--- src/hdl/sms_ram.sv ---
module sms_ram #(
  parameter int Width = 64,
  parameter int Depth = 64
) (
  input  logic                     clk,
  input  logic                     we,
  input  logic [$clog2(Depth)-1:0] waddr,
  input  logic [Width-1:0]         wdata,
  input  logic [$clog2(Depth)-1:0] raddr,
  output logic [Width-1:0]         rdata
);

  logic [Width-1:0] mem [Depth];

  always_ff @(posedge clk) begin
    if (we) begin
      mem[waddr] <= wdata;
    end
    rdata <= mem[raddr];
  end

endmodule
--- config.mk ---
export PLATFORM = sky130hd
export DESIGN_NAME = sms_ram
export DESIGN_NICKNAME = d
export VERILOG_FILES = /design/src/hdl/sms_ram.sv
export SDC_FILE = /design/constraint.sdc
export NUM_CORES = 2
export LEC_CHECK = 0
export BUFFER_PORTS_ARGS = -buffer_cell sky130_fd_sc_hd__buf_4
export CORE_MARGIN = 1
export CORE_UTILIZATION = 57
export DETAILED_ROUTE_END_ITERATION = 8
export GPL_TIMING_DRIVEN = 0
export PLACE_DENSITY = 0.76
export SYNTH_ARGS = -nofsm -noshare
export SYNTH_HDL_FRONTEND = slang
export SYNTH_SLANG_ARGS = --single-unit
--- constraint.sdc ---
create_clock -name clk -period 5.4 [get_ports clk]
set_input_delay 0.27 -clock clk [delete_from_list [all_inputs] [get_ports clk]]
set_output_delay 0.27 -clock clk [all_outputs]
set_load 0.02 [all_outputs]
Word-level counts from Yosys, hierarchy flattened
Memory sizes are Yosys's and may differ from the RTL's. A register that Yosys moved wholly into a read port is not among the register bits.
Index checks and enable logic that the tools add are counted.
Widths: inputs -> output; s select.
{"block": "totals", "regBits": 0, "latch_bits": 0, "mem_bits_rw": 4096, "mem_bits_ro": 0, "inputBits": 78, "out_inout_bits": 64, "wordCells": 3, "memories": 1}
{"memory": "mem", "depth": 64, "width": 64, "rd": 1, "rd_clocked_by_memory_dff": 1, "write_ports": 1, "line": "13", "text": "logic [Width-1:0] mem [Depth];"}
{"block": "classes", "add_sub_neg": 0, "mul": 0, "div": 0, "n_lt_le_gt_ge": 0, "n_eq_ne": 0, "n_shift": 0, "mux": 2, "n_bitwise": 0, "reduce_logical": 0}
{"cell": "$mux 1", "count": 2}

Depth between registers and ports, before layout
{"block": "logic_depth", "ltp_word": 2, "mapped_depth": 9}

Least setup slack after synthesis
OpenSTA, ideal clock, no wires.
{"block": "synth_path", "path_kind": "input -> register", "startpoint": "input port waddr[3]", "endpoint": "memory mem[48][0], enable pin", "arrival_ns": 5.142, "required_time_ns": 4.836, "setup_slack_ns": -0.306, "path_stages": 4, "path_buffers": 1, "path_cell_list": "clkbuf_1 -> nor2b_1 -> nand4b_1 -> nor3_1"}
{"item": "from (decl)", "line": "7", "text": "input logic [$clog2(Depth)-1:0] waddr,"}
{"item": "to (decl)", "line": "13"}
Straight into the memory's write port.

==> results_dict.tcl <==
set metrics [dict create \
    synth_warnings 0 \
    place_congestion 0.852 \
    port_buffers 133 \
    synth_edf_count 4096 \
    max_freq_mhz 264 \
    cts_max_level 5 \
    ys_top_cells_by_count "4,096 x edfxtp_1, 1,024 x mux4_2, 170 x buf_2, 168 x a22oi_1, 140 x clkbuf_1" \
    grt_setup_unrepaired "false" \
    tightest_slew_ps 1530 \
    gr-total-overflow 0 \
    wl_met3_mm 59.3 \
    syn_area_per_cell_sq_um 23.7 \
    relSlewSlack -0.0272 \
    synth_fa_ha_area_frac 0 \
    ioPinCount 142 \
    crit_top_cell "buf_2" \
    die_x_um 526 \
    worstPathMaxFanout 11 \
    finalNetCount 7422 \
    die_area_sq_um 276000 \
    cp.arrival_ps 4480 \
    wl_met1_mm 143 \
    drt-total-wl_mm 436 \
    fin_crit_ps 3790 \
    grt_pass1_vias 80700 \
    core_sq_um 272000 \
    cts_made_buffers 391 \
    topRoutingLayerUsed "met5" \
    antenna_found_initial 37 \
    start_util 0.575 \
    syn_inst 6598 \
    cts_resized 0 \
    synth.area.top_cells "edfxtp_1 79%, mux4_2 15%, mux2i_1 0.86%, dfxtp_1 0.82%, a22oi_1 0.81%" \
    synth_compound_area_frac 0.0248 \
    grt_pass1_wl_mm 606 \
    rows 191 \
    area_growth_pct 14.3 \
    dpl.hpwl_mm 266 \
    synth_sequential_area_ratio 0.795 \
    synthArstFlopShare 0 \
    clockBufferDepth 4 \
    route.detailed.drc 0 \
    post-route-util 0.658 \
    yosysMostFrequentCell "edfxtp_1" \
    synth_mux_area_frac 0.156 \
    fin_skew_ps 49.0 \
    worst_setup_path_end_kind "flip-flop" \
    dieHeight_um 526 \
    min_period_over_period 0.702 \
    route.met2.wl_mm 207 \
    drt-initial-drc-count 12900 \
    synth_nets 6676 \
    cp.required_ps 6090 \
    drive_gt1_frac 0.280 \
    synth_ff_type "edfxtp_1" \
    slowest_stage "a31oi_1" \
    post_drt_wl_per_cell_um 38.8 \
    drv_slew 2 \
    finalHoldViolations 0 \
    outcome "finished, violations left" \
    yosysUniqueCellTypes 33 \
    p_per_area_nw_per_um2 374 \
    routed-via-count 79600 \
    syn_area_sq_um 156000 \
    crit_family "compound AO/OA/AOI/OAI gates" \
    max-vdd-ir-drop_mv 0.306 \
    clockRootBuffer "clkbuf_16" \
    ys_seq_elements 4160 \
    routed_via_density 7.07 \
    drt_pass1_iterations 6 \
    antenna_violating_nets_post_route 0 \
    critical_path.cell_chain "buf_4 -> buf_2 -> buf_2 -> mux4_2 -> mux2i_1 -> o22ai_1 -> a31oi_1 -> a211oi_1" \
    violations "max-capacitance violations, max-slew violations" \
    synthXorXnorAreaFrac 0 \
    crit_type "in2reg" \
    power.leakage_uw 0.0559 \
    crit_buf_inv 3 \
    max_stage_delay_ps 1190 \
    yosys.area_share.simple 0.0124 \
    synth_top_area_share 0.787 \
    grt_usage 0.316 \
    timing.final.setup_violations 0 \
    cts_sinks 4160 \
    cts_tree "done" \
    grt_max_degree 65 \
    start_kind "primary input" \
    yosysTopAreaCell "edfxtp_1" \
    min-delay-path-class "in2reg" \
    maxCapViolations 1 \
    whs_ps 177 \
    clkSlewWorstSetupHoldPaths_ps 60 \
    synth_top_family_by_area "multiplexers" \
    worstSkewPairLatency_ps 940 \
]
==> worst paths after layout <==
| kind | slack, ps | endpoint | start | cells past startpoint |
|---|---|---|---|---|
| max | 1610 | rdata[31] | raddr[0] | 8 |
| min | 180 | mem[49][26] | waddr[2] | 2 |
| max reg2reg | 2400 | rdata[31] | mem[48][31] | 5 |
| min reg2reg | 920 | rdata[46] | mem[60][46] | 4 |
==> where the power goes <==
part / internal, uW / switching, uW / total (uW)
sequential: 35700 / 88.2 / 35800
combinational: 1230 / 2450 / 3680
clock: 15400 / 12000 / 27400
total: 52400 / 14500 / 66900
==> cells by family (layout without fill, tap and decap cells) <==
group | Yosys count | count (layout)
multiplexers | 1159 | 1159
flip-flops | 4160 | 4160
other | 0 | 24
AO/OA/AOI/OAI | 504 | 504
AND/OR/NAND/NOR | 386 | 386
buffers and inverters | 389 | 1451
==> metal layers <==
layer  vias up  GRT usage
met5         -          0
met4        20      0.165
met3      1399     0.0932
met2      6924      0.500
met1     41300      0.398
li1      30000          -
==> what timing repair did <==
item	CTS	global route
endpoints found under the setup margin	0	0
setup buffers	0	0
endpoints found under the hold margin	3864	0
hold buffers	64	0
==> layout make-up <==
cell class | instances | area [sq um]
Fill cell | 15900 | 93000
Antenna cell | 24 | 60.1
Tap cell | 3570 | 4470
Clock inverter | 215 | 2110
Clock buffer | 494 | 10300
Multi-Input combinational cell | 2049 | 30700
Buffer | 370 | 1780
Inverter | 19 | 71.3
Sequential cell | 4160 | 124000
Timing Repair Buffer | 353 | 4920
==> through the flow <==
stage / setup slack [ps] / TNS, ps / cells / area [sq um] / total power, uW
3_3_place_gp: -2430 / -8695200 / 10300 / 162000 / 39800
6_report: 1610 / 0 / 11300 / 179000 / 66900
5_1_grt: 1730 / 0 / 11200 / 179000 / 68100
3_5_place_dp: 1020 / 0 / 10500 / 166000 / 40000
2_1_floorplan: 1100 / 0 / 6598 / 156000 / 38300
4_1_cts: 1950 / 0 / 11200 / 179000 / 66800
==> layout by cell type (no fill, tap or decap), types with 45 or more instances in the layout <==
master	instances
clkbuf_1	226
clkinv_2	45
clkinv_1	97
and3_1	64
nor2_4	62
nand3_1	45
dfxtp_1	64
a22oi_1	168
a211oi_1	63
nand2_1	58
clkbuf_16	396
buf_4	167
nor2_1	49
mux2i_1	135
dlygate4sd3_1	64
buf_2	171
mux4_2	1024
a22o_1	88
buf_12	128
o22ai_1	83
edfxtp_1	4096
==> flip-flops by register name, indices dropped and copies added, names as in the netlist <==
name,count
mem,4096
rdata,64
(Power assumes the default switching activity.)
